--- src/rtl/core/battery_level_and_charge_monitor_unit_defines.svh ---
// Assertion helpers shared by the monitor's RTL files.
`ifndef BATTERY_LEVEL_AND_CHARGE_MONITOR_UNIT_DEFINES_SVH
`define BATTERY_LEVEL_AND_CHARGE_MONITOR_UNIT_DEFINES_SVH

// Same-cycle implication, checked on every rising edge outside reset.
`define BMON_ASSERT_IMPL(label, ante, cons) \
  label: assert property (@(posedge clk_i) disable iff (!rst_ni) (ante) |-> (cons)) \
    else $error("bmon: same-cycle check failed");

// Next-cycle implication, checked on every rising edge outside reset.
`define BMON_ASSERT_NEXT(label, ante, cons) \
  label: assert property (@(posedge clk_i) disable iff (!rst_ni) (ante) |=> (cons)) \
    else $error("bmon: next-cycle check failed");

`endif

--- src/rtl/core/bmon_pkg.sv ---
package bmon_pkg;

  localparam int unsigned SAMPLE_W      = 10;
  localparam int unsigned SAMPLE_FIELDS = 5;
  localparam int unsigned PERCENT_W     = 7;
  localparam int unsigned STATUS_W      = 2;
  localparam int unsigned LEVEL_RAW_W   = 9;

  // Reciprocal multiply shift used for every division by a constant.
  localparam int unsigned DIV_SHIFT = 24;
  localparam int unsigned RECIP_W   = DIV_SHIFT + 1;

  localparam int unsigned JUDGE_COUNT   = 5;
  localparam int unsigned PLUG_MIN_RISE = 3;

  localparam int unsigned LEVEL_NUM     = 34;
  localparam int unsigned LEVEL_DEN     = 100;
  localparam int unsigned LEVEL_CAP_AT  = 88;
  localparam int unsigned LEVEL_FULL    = 100;
  localparam int unsigned LEVEL_LOW_MAX = 20;
  localparam int unsigned LEVEL_MIN     = 1;
  localparam int unsigned LEVEL_RESET   = 50;

  localparam int unsigned BASE_W        = 10;
  localparam int unsigned SLOW_IV_W     = 16;
  localparam int unsigned LEVEL_IV_W    = 8;
  localparam int unsigned BASE_RESET    = 550;
  localparam int unsigned SLOW_IV_RESET = 1000;
  localparam int unsigned LEVEL_IV_RESET = 60;

  localparam int unsigned CFG_IDX_W  = 2;
  localparam int unsigned CFG_DATA_W = 16;

  localparam int unsigned BATCH_SIZE_DEF    = 5;
  localparam int unsigned FAST_DEPTH_DEF    = 5;
  localparam int unsigned SLOW_DEPTH_DEF    = 20;
  localparam int unsigned CAPTURE_DEPTH_DEF = 10;

  typedef enum logic [CFG_IDX_W-1:0] {
    CFG_LEVEL_BASE     = 2'd0,
    CFG_SLOW_INTERVAL  = 2'd1,
    CFG_LEVEL_INTERVAL = 2'd2
  } cfg_reg_e;

  typedef enum logic [STATUS_W-1:0] {
    STATUS_PLUG   = 2'd0,
    STATUS_FULL   = 2'd1,
    STATUS_LOW    = 2'd2,
    STATUS_NORMAL = 2'd3
  } charge_status_e;

  typedef struct packed {
    logic [SAMPLE_W-1:0] sample0;
    logic [SAMPLE_W-1:0] sample1;
    logic [SAMPLE_W-1:0] sample2;
    logic [SAMPLE_W-1:0] sample3;
    logic [SAMPLE_W-1:0] sample4;
  } in_item_t;

  typedef struct packed {
    logic [PERCENT_W-1:0] battery_percent;
    logic [STATUS_W-1:0]  charge_status;
    logic                 indicator_request;
    logic [SAMPLE_W-1:0]  fast_average;
    logic [SAMPLE_W-1:0]  slow_average;
  } out_item_t;

  typedef struct packed {
    logic [BASE_W-1:0]     level_base;
    logic [SLOW_IV_W-1:0]  slow_interval;
    logic [LEVEL_IV_W-1:0] level_interval;
  } cfg_t;

  // Per-stage handshake: the stage's input is valid, and the pipeline moves.
  typedef struct packed {
    logic valid;
    logic advance;
  } pipe_ctl_t;

endpackage

--- src/rtl/core/battery_level_and_charge_monitor_unit.sv ---
// Battery level and charge monitor.
// Input channel (in_valid_i/in_ready_o/in_data_i): one transfer carries a batch
// of five 10-bit ADC samples. Output channel (out_valid_o/out_ready_i/
// out_data_o): exactly one result per batch, in batch order.
// Configuration channel (cfg_valid_i/cfg_ready_o): cfg_index_i selects
// level_base (0), slow_interval (1) or level_interval (2); other indexes are
// ignored. cfg_ready_o is always high; write only while no batch is in flight.
// Throughput: one batch per cycle while the output is not stalled. A result is
// valid once its input transfer has passed the seven register stages, the
// first of which loads at the transfer edge: sample lanes, batch sum, batch
// mean, window running sums, window means, level multiply, and the output
// register that also holds the status logic.
// The whole pipeline advances together; while a result waits at the output
// with out_ready_i low, every stage holds and in_ready_o is low.
// Reset: configuration returns to 550 / 1000 / 60, the level reads 50 and the
// status normal; the windows are seeded by the first batch after reset, so no
// clearing pass is needed.
module battery_level_and_charge_monitor_unit #(
  parameter int unsigned BATCH_SIZE    = bmon_pkg::BATCH_SIZE_DEF,
  parameter int unsigned FAST_DEPTH    = bmon_pkg::FAST_DEPTH_DEF,
  parameter int unsigned SLOW_DEPTH    = bmon_pkg::SLOW_DEPTH_DEF,
  parameter int unsigned CAPTURE_DEPTH = bmon_pkg::CAPTURE_DEPTH_DEF
) (
  input  logic                              clk_i,
  input  logic                              rst_ni,
  input  logic                              in_valid_i,
  output logic                              in_ready_o,
  input  bmon_pkg::in_item_t                in_data_i,
  output logic                              out_valid_o,
  input  logic                              out_ready_i,
  output bmon_pkg::out_item_t               out_data_o,
  input  logic                              cfg_valid_i,
  output logic                              cfg_ready_o,
  input  logic [bmon_pkg::CFG_IDX_W-1:0]    cfg_index_i,
  input  logic [bmon_pkg::CFG_DATA_W-1:0]   cfg_data_i
);

  localparam int unsigned NumLanes = (BATCH_SIZE < bmon_pkg::SAMPLE_FIELDS) ?
                                     BATCH_SIZE : bmon_pkg::SAMPLE_FIELDS;
  localparam int unsigned SumW     = bmon_pkg::SAMPLE_W + $clog2(NumLanes);

  bmon_pkg::cfg_t      cfg_q;
  logic                advance;
  logic                lanes_valid_q;
  logic [bmon_pkg::SAMPLE_W-1:0] samples [bmon_pkg::SAMPLE_FIELDS];
  logic [SumW-1:0]     lane_out [NumLanes];
  logic                avg_valid, means_valid, level_fire;
  logic [bmon_pkg::SAMPLE_W-1:0] avg, fast_avg, slow_avg;
  bmon_pkg::pipe_ctl_t merge_ctl, window_ctl, status_ctl;

  assign cfg_ready_o = 1'b1;

  always_ff @(posedge clk_i or negedge rst_ni) begin
    if (!rst_ni) begin
      cfg_q.level_base     <= bmon_pkg::BASE_W'(bmon_pkg::BASE_RESET);
      cfg_q.slow_interval  <= bmon_pkg::SLOW_IV_W'(bmon_pkg::SLOW_IV_RESET);
      cfg_q.level_interval <= bmon_pkg::LEVEL_IV_W'(bmon_pkg::LEVEL_IV_RESET);
    end else if (cfg_valid_i) begin
      case (bmon_pkg::cfg_reg_e'(cfg_index_i))
        bmon_pkg::CFG_LEVEL_BASE: begin
          cfg_q.level_base <= cfg_data_i[bmon_pkg::BASE_W-1:0];
        end
        bmon_pkg::CFG_SLOW_INTERVAL: begin
          cfg_q.slow_interval <= cfg_data_i[bmon_pkg::SLOW_IV_W-1:0];
        end
        bmon_pkg::CFG_LEVEL_INTERVAL: begin
          cfg_q.level_interval <= cfg_data_i[bmon_pkg::LEVEL_IV_W-1:0];
        end
        default: begin
        end
      endcase
    end
  end

  assign advance    = !out_valid_o || out_ready_i;
  assign in_ready_o = advance;

  assign samples[0] = in_data_i.sample0;
  assign samples[1] = in_data_i.sample1;
  assign samples[2] = in_data_i.sample2;
  assign samples[3] = in_data_i.sample3;
  assign samples[4] = in_data_i.sample4;

  for (genvar g = 0; g < NumLanes; g++) begin : g_lane
    bmon_lane #(
      .SumW(SumW)
    ) u_lane (
      .clk_i   (clk_i),
      .load_i  (advance),
      .sample_i(samples[g]),
      .sample_o(lane_out[g])
    );
  end

  always_ff @(posedge clk_i or negedge rst_ni) begin
    if (!rst_ni) begin
      lanes_valid_q <= 1'b0;
    end else if (advance) begin
      lanes_valid_q <= in_valid_i;
    end
  end

  assign merge_ctl  = '{valid: lanes_valid_q, advance: advance};
  assign window_ctl = '{valid: avg_valid, advance: advance};
  assign status_ctl = '{valid: means_valid, advance: advance};

  bmon_merge #(
    .NumLanes (NumLanes),
    .BatchSize(BATCH_SIZE),
    .SumW     (SumW)
  ) u_merge (
    .clk_i  (clk_i),
    .rst_ni (rst_ni),
    .ctl_i  (merge_ctl),
    .lanes_i(lane_out),
    .valid_o(avg_valid),
    .avg_o  (avg)
  );

  bmon_window #(
    .FastDepth(FAST_DEPTH),
    .SlowDepth(SLOW_DEPTH)
  ) u_window (
    .clk_i           (clk_i),
    .rst_ni          (rst_ni),
    .ctl_i           (window_ctl),
    .avg_i           (avg),
    .slow_interval_i (cfg_q.slow_interval),
    .level_interval_i(cfg_q.level_interval),
    .valid_o         (means_valid),
    .level_fire_o    (level_fire),
    .fast_avg_o      (fast_avg),
    .slow_avg_o      (slow_avg)
  );

  bmon_status #(
    .CaptureDepth(CAPTURE_DEPTH)
  ) u_status (
    .clk_i       (clk_i),
    .rst_ni      (rst_ni),
    .ctl_i       (status_ctl),
    .level_fire_i(level_fire),
    .fast_avg_i  (fast_avg),
    .slow_avg_i  (slow_avg),
    .level_base_i(cfg_q.level_base),
    .out_valid_o (out_valid_o),
    .out_item_o  (out_data_o)
  );

endmodule

--- src/rtl/core/bmon_ram.sv ---
module bmon_ram #(
  parameter int unsigned Width = 10,
  parameter int unsigned Depth = 20
) (
  input  logic                     clk_i,
  input  logic                     we_i,
  input  logic [$clog2(Depth)-1:0] waddr_i,
  input  logic [Width-1:0]         wdata_i,
  input  logic [$clog2(Depth)-1:0] raddr_i,
  output logic [Width-1:0]         rdata_o
);

  logic [Width-1:0] mem_q [Depth];
  logic [Width-1:0] rdata_q;

  always_ff @(posedge clk_i) begin
    if (we_i) begin
      mem_q[waddr_i] <= wdata_i;
    end
    rdata_q <= mem_q[raddr_i];
  end

  assign rdata_o = rdata_q;

endmodule

--- src/rtl/core/bmon_lane.sv ---
module bmon_lane #(
  parameter int unsigned SumW = 13
) (
  input  logic                          clk_i,
  input  logic                          load_i,
  input  logic [bmon_pkg::SAMPLE_W-1:0] sample_i,
  output logic [SumW-1:0]               sample_o
);

  logic [bmon_pkg::SAMPLE_W-1:0] sample_q;

  always_ff @(posedge clk_i) begin
    if (load_i) begin
      sample_q <= sample_i;
    end
  end

  // Samples are unsigned, so widening to the adder width is a zero extension.
  assign sample_o = SumW'(sample_q);

endmodule

--- src/rtl/core/bmon_merge.sv ---
module bmon_merge #(
  parameter int unsigned NumLanes  = 5,
  parameter int unsigned BatchSize = 5,
  parameter int unsigned SumW      = 13
) (
  input  logic                          clk_i,
  input  logic                          rst_ni,
  input  bmon_pkg::pipe_ctl_t           ctl_i,
  input  logic [SumW-1:0]               lanes_i [NumLanes],
  output logic                          valid_o,
  output logic [bmon_pkg::SAMPLE_W-1:0] avg_o
);

  localparam longint unsigned Recip =
    ((64'd1 << bmon_pkg::DIV_SHIFT) + BatchSize - 1) / BatchSize;
  localparam int unsigned ProdW = SumW + bmon_pkg::RECIP_W;

  logic [SumW-1:0]               sum_d, sum_q;
  logic [ProdW-1:0]              prod;
  logic                          sum_valid_q, avg_valid_q;
  logic [bmon_pkg::SAMPLE_W-1:0] avg_q;

  always_comb begin
    sum_d = '0;
    for (int i = 0; i < NumLanes; i++) begin
      sum_d = sum_d + lanes_i[i];
    end
  end

  assign prod = ProdW'(sum_q) * ProdW'(Recip);

  always_ff @(posedge clk_i or negedge rst_ni) begin
    if (!rst_ni) begin
      sum_valid_q <= 1'b0;
      avg_valid_q <= 1'b0;
    end else if (ctl_i.advance) begin
      sum_valid_q <= ctl_i.valid;
      avg_valid_q <= sum_valid_q;
    end
  end

  always_ff @(posedge clk_i) begin
    if (ctl_i.advance) begin
      sum_q <= sum_d;
      avg_q <= prod[bmon_pkg::DIV_SHIFT +: bmon_pkg::SAMPLE_W];
    end
  end

  assign valid_o = avg_valid_q;
  assign avg_o   = avg_q;

endmodule

--- src/rtl/core/bmon_window.sv ---
`include "battery_level_and_charge_monitor_unit_defines.svh"

module bmon_window #(
  parameter int unsigned FastDepth = 5,
  parameter int unsigned SlowDepth = 20
) (
  input  logic                            clk_i,
  input  logic                            rst_ni,
  input  bmon_pkg::pipe_ctl_t             ctl_i,
  input  logic [bmon_pkg::SAMPLE_W-1:0]   avg_i,
  input  logic [bmon_pkg::SLOW_IV_W-1:0]  slow_interval_i,
  input  logic [bmon_pkg::LEVEL_IV_W-1:0] level_interval_i,
  output logic                            valid_o,
  output logic                            level_fire_o,
  output logic [bmon_pkg::SAMPLE_W-1:0]   fast_avg_o,
  output logic [bmon_pkg::SAMPLE_W-1:0]   slow_avg_o
);

  localparam int unsigned SW       = bmon_pkg::SAMPLE_W;
  localparam int unsigned FastIdxW = $clog2(FastDepth);
  localparam int unsigned SlowIdxW = $clog2(SlowDepth);
  localparam int unsigned FastSumW = SW + $clog2(FastDepth);
  localparam int unsigned SlowSumW = SW + $clog2(SlowDepth);
  localparam int unsigned FastProdW = FastSumW + bmon_pkg::RECIP_W;
  localparam int unsigned SlowProdW = SlowSumW + bmon_pkg::RECIP_W;
  localparam longint unsigned FastRecip =
    ((64'd1 << bmon_pkg::DIV_SHIFT) + FastDepth - 1) / FastDepth;
  localparam longint unsigned SlowRecip =
    ((64'd1 << bmon_pkg::DIV_SHIFT) + SlowDepth - 1) / SlowDepth;

  logic                take;
  logic                started_q;
  logic [SW-1:0]       fast_win_q [FastDepth];
  logic [FastIdxW-1:0] fast_idx_q, fast_idx_d;
  logic [FastSumW-1:0] fast_sum_q, fast_sum_d, fast_base;
  logic [SW-1:0]       fast_evict;
  logic [SlowIdxW-1:0] slow_idx_q, slow_idx_d, slow_idx_nxt;
  logic                slow_wrapped_q, slow_wrapped_d;
  logic [SW-1:0]       slow_first_q, slow_first, slow_evict, slow_rdata;
  logic [SlowSumW-1:0] slow_sum_q, slow_sum_d, slow_base;
  logic [bmon_pkg::SLOW_IV_W-1:0]  dec_cnt_q, dec_cnt_d;
  logic [bmon_pkg::SLOW_IV_W:0]    dec_next;
  logic [bmon_pkg::LEVEL_IV_W-1:0] upd_cnt_q, upd_cnt_d;
  logic [bmon_pkg::LEVEL_IV_W:0]   upd_next;
  logic                slow_fire, slow_write, level_fire;
  logic                sums_valid_q, fire_q;
  logic                means_valid_q, means_fire_q;
  logic [FastProdW-1:0] fast_prod;
  logic [SlowProdW-1:0] slow_prod;
  logic [SW-1:0]        fast_avg_q, slow_avg_q;

  assign take = ctl_i.valid && ctl_i.advance;

  assign dec_next   = {1'b0, dec_cnt_q} + 1'b1;
  assign slow_fire  = dec_next >= {1'b0, slow_interval_i};
  assign dec_cnt_d  = slow_fire ? '0 : dec_next[bmon_pkg::SLOW_IV_W-1:0];
  assign upd_next   = {1'b0, upd_cnt_q} + 1'b1;
  assign level_fire = upd_next > {1'b0, level_interval_i};
  assign upd_cnt_d  = level_fire ? '0 : upd_next[bmon_pkg::LEVEL_IV_W-1:0];

  // Before the first batch both windows count as full of that batch's mean.
  assign fast_evict = started_q ? fast_win_q[fast_idx_q] : avg_i;
  assign fast_base  = started_q ? fast_sum_q : FastSumW'(avg_i) * FastSumW'(FastDepth);
  assign fast_sum_d = fast_base - FastSumW'(fast_evict) + FastSumW'(avg_i);
  assign fast_idx_d = (fast_idx_q == FastIdxW'(FastDepth - 1)) ? '0 : fast_idx_q + 1'b1;

  // The slow store is never cleared: until it has been written all the way
  // around, the entry being replaced still holds the first batch's mean.
  assign slow_first = started_q ? slow_first_q : avg_i;
  assign slow_evict = slow_wrapped_q ? slow_rdata : slow_first;
  assign slow_base  = started_q ? slow_sum_q : SlowSumW'(avg_i) * SlowSumW'(SlowDepth);
  assign slow_sum_d = slow_fire ? slow_base - SlowSumW'(slow_evict) + SlowSumW'(avg_i)
                                : slow_base;
  assign slow_write   = take && slow_fire;
  assign slow_idx_nxt = (slow_idx_q == SlowIdxW'(SlowDepth - 1)) ? '0 : slow_idx_q + 1'b1;
  assign slow_idx_d   = slow_write ? slow_idx_nxt : slow_idx_q;
  assign slow_wrapped_d = slow_wrapped_q ||
                          (slow_write && slow_idx_q == SlowIdxW'(SlowDepth - 1));

  bmon_ram #(
    .Width(SW),
    .Depth(SlowDepth)
  ) u_slow_ram (
    .clk_i  (clk_i),
    .we_i   (slow_write),
    .waddr_i(slow_idx_q),
    .wdata_i(avg_i),
    .raddr_i(slow_idx_d),
    .rdata_o(slow_rdata)
  );

  always_ff @(posedge clk_i or negedge rst_ni) begin
    if (!rst_ni) begin
      started_q      <= 1'b0;
      fast_idx_q     <= '0;
      slow_idx_q     <= '0;
      slow_wrapped_q <= 1'b0;
      dec_cnt_q      <= '0;
      upd_cnt_q      <= '0;
      sums_valid_q   <= 1'b0;
      fire_q         <= 1'b0;
      means_valid_q  <= 1'b0;
      means_fire_q   <= 1'b0;
    end else begin
      if (take) begin
        started_q      <= 1'b1;
        fast_idx_q     <= fast_idx_d;
        slow_idx_q     <= slow_idx_d;
        slow_wrapped_q <= slow_wrapped_d;
        dec_cnt_q      <= dec_cnt_d;
        upd_cnt_q      <= upd_cnt_d;
      end
      if (ctl_i.advance) begin
        sums_valid_q  <= ctl_i.valid;
        fire_q        <= level_fire;
        means_valid_q <= sums_valid_q;
        means_fire_q  <= fire_q;
      end
    end
  end

  always_ff @(posedge clk_i) begin
    if (take) begin
      fast_sum_q   <= fast_sum_d;
      slow_sum_q   <= slow_sum_d;
      slow_first_q <= slow_first;
      for (int i = 0; i < FastDepth; i++) begin
        if (!started_q || fast_idx_q == FastIdxW'(i)) begin
          fast_win_q[i] <= avg_i;
        end
      end
    end
  end

  assign fast_prod = FastProdW'(fast_sum_q) * FastProdW'(FastRecip);
  assign slow_prod = SlowProdW'(slow_sum_q) * SlowProdW'(SlowRecip);

  always_ff @(posedge clk_i) begin
    if (ctl_i.advance) begin
      fast_avg_q <= fast_prod[bmon_pkg::DIV_SHIFT +: SW];
      slow_avg_q <= slow_prod[bmon_pkg::DIV_SHIFT +: SW];
    end
  end

  assign valid_o      = means_valid_q;
  assign level_fire_o = means_fire_q;
  assign fast_avg_o   = fast_avg_q;
  assign slow_avg_o   = slow_avg_q;

  `BMON_ASSERT_NEXT(a_started_sticky, started_q, started_q)
  `BMON_ASSERT_NEXT(a_wrap_sticky, slow_wrapped_q, slow_wrapped_q && started_q)
  `BMON_ASSERT_NEXT(a_slow_write_moves, slow_write, slow_idx_q != $past(slow_idx_q))

endmodule

--- src/rtl/core/bmon_status.sv ---
`include "battery_level_and_charge_monitor_unit_defines.svh"

module bmon_status #(
  parameter int unsigned CaptureDepth = 10
) (
  input  logic                          clk_i,
  input  logic                          rst_ni,
  input  bmon_pkg::pipe_ctl_t           ctl_i,
  input  logic                          level_fire_i,
  input  logic [bmon_pkg::SAMPLE_W-1:0] fast_avg_i,
  input  logic [bmon_pkg::SAMPLE_W-1:0] slow_avg_i,
  input  logic [bmon_pkg::BASE_W-1:0]   level_base_i,
  output logic                          out_valid_o,
  output bmon_pkg::out_item_t           out_item_o
);

  localparam int unsigned SW     = bmon_pkg::SAMPLE_W;
  localparam int unsigned PW     = bmon_pkg::PERCENT_W;
  localparam int unsigned LW     = bmon_pkg::LEVEL_RAW_W;
  localparam int unsigned JC     = bmon_pkg::JUDGE_COUNT;
  localparam int unsigned CntW   = $clog2(CaptureDepth);
  localparam int unsigned ProdW  = SW + bmon_pkg::RECIP_W;
  // d * 34 / 100 folded into one reciprocal multiply.
  localparam longint unsigned LevelRecip =
    ((64'd1 << bmon_pkg::DIV_SHIFT) * bmon_pkg::LEVEL_NUM + bmon_pkg::LEVEL_DEN - 1)
    / bmon_pkg::LEVEL_DEN;

  logic [SW-1:0]    span;
  logic [ProdW-1:0] level_prod;
  logic             lv_valid_q, lv_fire_q;
  logic [LW-1:0]    lv_q;
  logic [SW-1:0]    lv_fast_q, lv_slow_q;

  logic                     take;
  logic [PW-1:0]            level_q, level_d, lv_clamped;
  bmon_pkg::charge_status_e last_status_q, status_pre, status_fin;
  logic                     capturing_q, cap_start, cap_active, cap_end, plug;
  logic                     low_hit, indicator;
  logic [CntW-1:0]          cap_cnt_q;
  logic [CntW:0]            cnt_next;
  logic [SW-1:0]            store_q [JC];
  logic [SW-1:0]            judge_val [JC];
  logic [SW-1:0]            prev_fast_q;
  logic                     rise;
  logic                     out_valid_q;
  bmon_pkg::out_item_t      out_item_q;

  assign span       = (slow_avg_i > level_base_i) ? slow_avg_i - level_base_i : '0;
  assign level_prod = ProdW'(span) * ProdW'(LevelRecip);

  always_ff @(posedge clk_i or negedge rst_ni) begin
    if (!rst_ni) begin
      lv_valid_q <= 1'b0;
    end else if (ctl_i.advance) begin
      lv_valid_q <= ctl_i.valid;
    end
  end

  always_ff @(posedge clk_i) begin
    if (ctl_i.advance) begin
      lv_q      <= level_prod[bmon_pkg::DIV_SHIFT +: LW];
      lv_fire_q <= level_fire_i;
      lv_fast_q <= fast_avg_i;
      lv_slow_q <= slow_avg_i;
    end
  end

  assign take = lv_valid_q && ctl_i.advance;

  always_comb begin
    if (lv_q >= LW'(bmon_pkg::LEVEL_CAP_AT)) begin
      lv_clamped = PW'(bmon_pkg::LEVEL_FULL);
    end else if (lv_q == '0) begin
      lv_clamped = PW'(bmon_pkg::LEVEL_MIN);
    end else begin
      lv_clamped = lv_q[PW-1:0];
    end
  end

  assign level_d = lv_fire_q ? lv_clamped : level_q;
  // A previous mean of zero never counts as a rise.
  assign rise    = (prev_fast_q != '0) && (lv_fast_q > prev_fast_q);

  always_comb begin
    status_pre = last_status_q;
    low_hit    = 1'b0;
    cap_start  = 1'b0;
    if (rise && !capturing_q) begin
      cap_start = 1'b1;
    end else if (level_d == PW'(bmon_pkg::LEVEL_FULL)) begin
      status_pre = bmon_pkg::STATUS_FULL;
    end else if (level_d <= PW'(bmon_pkg::LEVEL_LOW_MAX)) begin
      status_pre = bmon_pkg::STATUS_LOW;
      low_hit    = 1'b1;
    end else begin
      status_pre = bmon_pkg::STATUS_NORMAL;
    end
  end

  assign cap_active = capturing_q || cap_start;
  assign cnt_next   = {1'b0, cap_cnt_q} + 1'b1;
  assign cap_end    = cap_active && (cnt_next >= (CntW + 1)'(CaptureDepth));

  // The judged values include the one captured by this very batch.
  always_comb begin
    for (int j = 0; j < JC; j++) begin
      judge_val[j] = (cap_active && cap_cnt_q == CntW'(j)) ? lv_fast_q : store_q[j];
    end
    plug = ({1'b0, judge_val[JC-1]} >=
            {1'b0, judge_val[0]} + (SW + 1)'(bmon_pkg::PLUG_MIN_RISE));
    for (int j = 1; j < JC; j++) begin
      if (judge_val[j] < judge_val[j-1]) begin
        plug = 1'b0;
      end
    end
  end

  assign status_fin = (cap_end && plug) ? bmon_pkg::STATUS_PLUG : status_pre;
  assign indicator  = low_hit || (cap_end && plug) || (status_fin != last_status_q);

  always_ff @(posedge clk_i or negedge rst_ni) begin
    if (!rst_ni) begin
      level_q       <= PW'(bmon_pkg::LEVEL_RESET);
      last_status_q <= bmon_pkg::STATUS_NORMAL;
      capturing_q   <= 1'b0;
      cap_cnt_q     <= '0;
      prev_fast_q   <= '0;
      out_valid_q   <= 1'b0;
    end else begin
      if (take) begin
        level_q       <= level_d;
        last_status_q <= status_fin;
        prev_fast_q   <= lv_fast_q;
        if (cap_end) begin
          capturing_q <= 1'b0;
          cap_cnt_q   <= '0;
        end else if (cap_active) begin
          capturing_q <= 1'b1;
          cap_cnt_q   <= cnt_next[CntW-1:0];
        end
      end
      if (ctl_i.advance) begin
        out_valid_q <= lv_valid_q;
      end
    end
  end

  always_ff @(posedge clk_i) begin
    if (take) begin
      for (int j = 0; j < JC; j++) begin
        if (cap_active && cap_cnt_q == CntW'(j)) begin
          store_q[j] <= lv_fast_q;
        end
      end
      out_item_q.battery_percent   <= level_d;
      out_item_q.charge_status     <= status_fin;
      out_item_q.indicator_request <= indicator;
      out_item_q.fast_average      <= lv_fast_q;
      out_item_q.slow_average      <= lv_slow_q;
    end
  end

  assign out_valid_o = out_valid_q;
  assign out_item_o  = out_item_q;

  `BMON_ASSERT_IMPL(a_idle_count_zero, !capturing_q, cap_cnt_q == '0)
  `BMON_ASSERT_NEXT(a_change_flagged, take && (status_fin != last_status_q),
                    out_valid_q && out_item_q.indicator_request)
  `BMON_ASSERT_NEXT(a_end_stops_capture, take && cap_end, !capturing_q && cap_cnt_q == '0)

endmodule
--- config.mk ---
export PLATFORM = sky130hd
export DESIGN_NAME = battery_level_and_charge_monitor_unit
export DESIGN_NICKNAME = d
export VERILOG_FILES = /design/src/rtl/core/bmon_pkg.sv /design/src/rtl/core/battery_level_and_charge_monitor_unit.sv /design/src/rtl/core/bmon_ram.sv /design/src/rtl/core/bmon_lane.sv /design/src/rtl/core/bmon_merge.sv /design/src/rtl/core/bmon_window.sv /design/src/rtl/core/bmon_status.sv
export VERILOG_INCLUDE_DIRS = /design/src /design/src/rtl/core
export SDC_FILE = /design/constraint.sdc
export NUM_CORES = 2
export LEC_CHECK = 0
export BUFFER_PORTS_ARGS = -buffer_cell sky130_fd_sc_hd__buf_2
export CORE_MARGIN = 5
export CORE_UTILIZATION = 63
export DETAILED_ROUTE_END_ITERATION = 16
export GPL_TIMING_DRIVEN = 0
export PLACE_DENSITY = 0.91
export SYNTH_ARGS = -nofsm -noshare
export SYNTH_HDL_FRONTEND = slang
export SYNTH_HIERARCHICAL = 1
export SYNTH_SLANG_ARGS = --single-unit
export TNS_END_PERCENT = 20
--- constraint.sdc ---
create_clock -name clk_i -period 8.2 [get_ports clk_i]
set_clock_uncertainty 0.05 [all_clocks]
set_input_delay 0.41 -clock clk_i [delete_from_list [all_inputs] [get_ports clk_i]]
set_output_delay 0.41 -clock clk_i [all_outputs]
set_load 0.01 [all_outputs]
---- Word-level counts from Yosys, hierarchy flattened ----
Memory sizes are Yosys's and may differ from the RTL's. A register that Yosys moved wholly into a read port is not among the register bits.
Index checks and enable logic that the tools add are counted.
storage, ports and cells
  register bits ........................... 292
  bits in writable memories ............... 300
  input bits .............................. 73
  output and inout port bits .............. 33
  logic and storage cells ................. 213
  memories ................................ 3
memories
  memory                     words  width  read ports  clocked after memory_dff  wr ports  line               RTL
  u_window.u_slow_ram.mem_q  20     10     1           1                         1         bmon_ram.sv:13     logic [Width-1:0] mem_q [Depth];
  u_status.store_q           5      10     5           0                         1         bmon_status.sv:41  logic [SW-1:0] store_q [JC];
  u_window.fast_win_q        5      10     1           0                         5         bmon_window.sv:33  logic [SW-1:0] fast_win_q [FastDepth];
cells by class
  $add $sub $neg .......................... 15
  $mul .................................... 6
  $lt $le $gt $ge ......................... 12
  eq/ne operators ......................... 13
  muxes and demuxes ....................... 80
  reductions and logical operators ........ 40
operators by type and width
  kind                                                                    number
  10-bit 2-to-1 mux                                                       13
  13-bit by 20-bit multiplier with 32-bit output (second input constant)  2
  13-bit by 10-bit adder with 13-bit output                               4
  1-bit 2-to-1 mux                                                        47
  10-bit < comparator                                                     4
  10-bit OR reduction                                                     4
  15-bit by 20-bit multiplier with 34-bit output (second input constant)  1
  10-bit by 22-bit multiplier with 32-bit output (second input constant)  1
  15-bit 2-to-1 mux                                                       2
  10-bit by 3-bit multiplier with 13-bit output (second input constant)   2
  7-bit 2-to-1 mux                                                        3
  10-bit > comparator                                                     2
  16-bit by 1-bit adder with 17-bit output (second input constant)        1
  17-bit by 16-bit greater-or-equal comparator with 1-bit output          1
  16-bit 2-to-1 mux                                                       1
  15-bit by 10-bit adder with 15-bit output                               1
  3-bit 2-to-1 mux                                                        5
  15-bit by 10-bit subtractor with 15-bit output                          1
  1-bit logical AND                                                       13
  13-bit 2-to-1 mux                                                       1
  13-bit by 10-bit subtractor with 13-bit output                          1
  10-bit by 10-bit adder with 11-bit output                               1
  10-bit by 2-bit adder with 11-bit output (second input constant)        1
  10-bit by 11-bit greater-or-equal comparator with 1-bit output          1
  other kinds (33)                                                        53

---- Depth between registers and ports, before layout ----
  depth after elaboration ................. 17
  gate-level depth with buffers ........... 30
  depth with buffers taken out ............ 30

---- Hierarchy ----
The synthesis kept the hierarchy.
modules (own cells, without submodules)
  module                                 times used  cells an instance  area an instance (µm²)  sequential area each (µm²)
  bmon_window                            1           1555               15896.5                 4194.0
  bmon_status                            1           1010               10835.4                 3960.0
  bmon_ram                               1           396                8095.3                  6206.0
  bmon_merge                             1           484                5112.4                  740.7
  bmon_lane                              5           14                 326.6                   300.3
  battery_level_and_charge_monitor_unit  1           78                 1408.9                  893.4

---- Worst setup path after synthesis ----
Ideal clock, no wire load.
  kind .................................... register to register
  start point ............................. reg u_window.slow_avg_q[0], in the netlist u_window/slow_avg_o[0]
  end point ............................... reg u_status.lv_q[7] (data pin)
  setup time .............................. 0.262 ns
  data arrival time ....................... 7.011 ns
  data required time ...................... 7.888 ns
  path slack .............................. 0.877 ns
  stages on the path, launching flop included .. 28
  buffers on the path ..................... 0
  period minus slack after synthesis ...... 7.323 ns
  path through ............................ edfxtp_1 > inv_1 > ha_1 > inv_1 > fa_1 > nand3_1 > a21oi_1 > o311ai_0 > nand2_1 > o31a_1 > and4_1 > or2_2 > fa_1 > inv_1 > fa_1 > fa_1 > fa_1 > inv_1 > fa_1 > ha_1 > a211o_1 > a2111oi_0 > o21ai_0 > or2_2 > a41o_1 > a211oi_1 > o21bai_1 > xor2_1
on the way
  cells in the longest elaborated chain, start to end .. 3
  elaborated cells between the ends (all ways) .. 4
  classes of those cells .................. 1 x add/sub; 1 x mul; 1 x order compare; 1 x mux
ends and longest elaborated chain
  element                                                          line                RTL
  from (decl)                                                      bmon_window.sv:50   logic [SW-1:0] fast_avg_q, slow_avg_q;
  from (signal assigned)                                           bmon_window.sv:141  slow_avg_q <= slow_prod[bmon_pkg::DIV_SHIFT +: SW];
  10-bit subtractor / 10-bit > comparator (equally long branches)  bmon_status.sv:48   assign span = (slow_avg_i > level_base_i) ? slow_avg_i - level_base_i : '0;
  10-bit 2-to-1 mux *                                              bmon_status.sv:48
  10-bit by 22-bit multiplier with 32-bit output *                 bmon_status.sv:49   assign level_prod = ProdW'(span) * ProdW'(LevelRecip);
  net u_status.level_prod[31]                                      bmon_status.sv:29   logic [ProdW-1:0] level_prod;
  to (signal assigned)                                             bmon_status.sv:61   lv_q <= level_prod[bmon_pkg::DIV_SHIFT +: LW];
  to (decl)                                                        bmon_status.sv:31   logic [LW-1:0] lv_q;
The timed path passes the listed nets; every way through them passes the cells marked *.
A chain may end at the register's enable or synchronous reset.

---- Final worst setup path ----
Ends and elaborated chain as after synthesis.

==> qor.txt <==
status: finished clean
CP Buf/Inv Count: 4
Critical Path RT: 8.55 ns
Fin. Hold Viols: 0
Main synth FF type: edfxtp_1
ratio of final minimum period to clock period: 97.4%
post-DP HPWL: 69700 µm
DR vias: 29300
Synth area leader: edfxtp_1
ys async rst share: 16.8%
drt wl/cell: 21.2 µm
post-synthesis cell type count: 97
Iteration-0 DRC Markers: 2747
starting density of the core: 63.8%
Crit-path slowest cell: fa_2
Clock Tree Buf Depth: 3
CP endpoint kind: flop
Setup crit start kind: flop
CP top delay family: adder cells
part of the Yosys area used for sequential elements: 40.7%
clock latency on the worst-skew pair: 0.66 ns
Worst-path clk slew: 0.07 ns
Area Overhead vs Synth: 10.7%
total global-route track usage: 27.4%
largest net degree at the start of global routing: 74
TritonCTS buffer count: 61
Yosys top cell area share: 34.3%
RSZ-0062 raised after global routing: false
Die Span X: 271 µm
Via-to-Cell Ratio: 6.15
final slew viol count: 0
final std cells w/o fill: 4768
Post-synth EDFFs: 491
synthesis-stage register bit count: 602
Worst path max stage delay: 0.65 ns
standard-cell rows: 95
Pre-antenna DRT Iters: 6
GRT overflow: 0
Tightest Pin Transition: 1.36 ns
synthesized area per cell: 12.0 µm²
DRT Wirelength: 101000 µm
Die H: 271 µm
CTS sink count: 602
setup TNS: 0 ns
Core Region: 67400 µm²
number of global-route vias before repair: 31100
drt drc: 0
final layout net count: 4742
Tmin final: 7.99 ns
Routed Antenna Nets: 0
I/O Pins: 106
top post-synthesis cells by area: edfxtp_1, ha_1, fa_1, inv_1, dfrtp_1
Setup-failing EPs final: 0
Crit Path Class: reg2reg
placed cells: 4584
fmax: 125 MHz
H-tree depth: 2
Worst Path Arrival: 8.34 ns
initial antenna violation count: 1
# port buffers: 104
CTS Root Cell: clkbuf_16
Final GP Congestion: 0.936
Crit. path cell count: 27
Ys Warns: 6
R2R depth: 27
die area: 73500 µm²
first-pass GRT wire length: 163000 µm
share of cells above drive strength 1: 11.1%
hold path depth: 3
most used cell, CP: fa_1
CP max FO: 6
MaxCap Viol Count: 0
worst min-delay path category: in2reg
Synth Instances: 3593
Max transition margin: 9.51%
synthesized cell area: 43000 µm²
CTS tree: built
-- registers in the layout, summed over array words and instances, names as in the netlist, 9 cells and up --
name / cells
u_window/fast_win_q: 50
u_window/fast_sum_q: 13
u_window/u_slow_ram/mem_q: 200
u_window/dec_cnt_q: 16
u_window/slow_sum_q: 15
u_status/lv_fast_q: 10
u_status/lv_slow_q: 10
u_status/out_item_o: 30
u_window/u_slow_ram/rdata_o: 10
g_lane.u_lane/sample_q: 50
u_status/prev_fast_q: 10
u_status/store_q: 50
u_status/lv_q: 9
u_merge/avg_o: 10
u_window/slow_first_q: 10
u_merge/sum_q: 13
u_window/fast_avg_o: 10
u_window/slow_avg_o: 10
cfg_q: 34
-- worst reg2reg max path, cell delays in order (launching register included) --
cell	delay, ns
edfxtp_1	0.47
inv_1	0.11
ha_1	0.18
inv_1	0.07
fa_1	0.43
nand3_1	0.16
a21oi_1	0.12
o311ai_2	0.32
nand2_1	0.18
o31a_1	0.19
and4_1	0.22
or2_2	0.37
fa_2	0.65
inv_1	0.10
fa_1	0.46
fa_1	0.53
fa_1	0.56
inv_1	0.05
fa_1	0.39
ha_1	0.20
a211o_1	0.28
a2111oi_1	0.34
o21ai_0	0.19
or2_2	0.35
a41o_1	0.29
a211oi_2	0.26
o21bai_1	0.12
xor2_1	0.15
-- per-stage QoR --
step	setup slack, ns	utilization (%)	hold slack (ns)	cell area [µm²]
detailed placement	-0.0796	66.4	0.355	44700
global route	0.0455	70.6	0.218	47600
CTS	0.0261	70.5	0.200	47500
global placement	-1.82	66.2	0.352	44600
floorplan	0.877	-	0.0644	43000
finish	0.210	70.6	0.229	47600
-- Yosys cell counts (14+ instances only) --
cell type    n
o21bai_1    16
o21a_1      14
nand3_1     56
a21oi_1    119
a31oi_1     27
mux2_2      83
mux2i_1     64
or2_2       16
dfstp_2     19
a22oi_1     33
buf_4       21
a211oi_1    14
mux4_2      19
fa_1       280
dfrtp_1     82
inv_1      635
nor3_1      40
nor2_1     138
nand2_1    195
o21ai_0    118
nand2b_1    14
nor2b_1     21
a21o_1      58
mux4_1      21
edfxtp_1   491
clkbuf_1    32
and3_1      15
o211ai_1    17
xor2_1      34
xnor2_1     86
ha_1       545
nand4_1     46
-- per-layer routing --
metal	wire length, µm	GRT usage (%)	vias up
li1	-	-	13100
met1	38300	33.8	14400
met2	51100	48.5	1449
met3	6920	4.04	414
met4	4880	11.6	0
met5	0	0	-
-- layout by cell type, fill, tap and decap left out, types with 58 or more instances in the layout --
cell           Yosys  routed
inv_1            635     635
dfrtp_1           82      82
nor2_1           138     138
clkbuf_16          0      62
buf_2              7     110
edfxtp_1         491     491
ha_1             545     545
a21oi_1          119     119
xnor2_1           86      86
mux2i_1           64      64
o21ai_0          118     115
fa_1             280     279
nand2_1          195     195
dlygate4sd3_1      0      68
mux2_2            83      83
a21o_1            58      58
-- area by class of cell --
class / count / area (µm²)
multi-input cells: 2288 / 22700
fillers: 4018 / 19800
flip-flops and latches: 602 / 17500
inverters: 636 / 2390
clock buffers: 77 / 1650
repair buffers: 178 / 1310
well taps: 873 / 1090
clock inverters: 36 / 483
plain buffers: 77 / 442
diodes: 1 / 2.50
-- logic make-up (layout without fill, tap and decap cells) --
logic type / Yosys count / in the layout / share of synthesized area [%]
buffers and inverters: 713 / 1004 / 6.58
adders and majority gates: 825 / 825 / 28.9
and+or+nand+nor: 602 / 602 / 6.82
AOI/OAI and AO/OA: 527 / 527 / 8.14
xor gates and xnor gates: 121 / 121 / 2.50
DFF: 602 / 602 / 40.7
muxes: 197 / 197 / 6.29
other: 6 / 17 / 0.0524
-- path summary, 6_finish.rpt --
check	slack (ns)	to	from
max	0.21	u_status/lv_q[7]	u_window/slow_avg_o[0]
min	0.23	cfg_q[11]	cfg_valid_i
max reg2reg	0.21	u_status/lv_q[7]	u_window/slow_avg_o[0]
min reg2reg	0.34	u_status/out_item_o[3]	u_status/lv_slow_q[3]
max in group asynchronous	6.85	cfg_q[33]	rst_ni
min in group asynchronous	0.38	u_status/prev_fast_q[1]	rst_ni
-- repair_timing --
item / 4_1_cts / 5_1_grt
endpoints found under the setup margin: 3 / 8
pin swaps: 0 / 1
buffers inserted: 0 / 2
hold buffers: 68 / 0
endpoints found under the hold margin: 132 / 0
resized for setup: 1 / 11
Power is not shown: default switching activity piles up to over one toggle a cycle in this logic, so the estimate is an artifact.
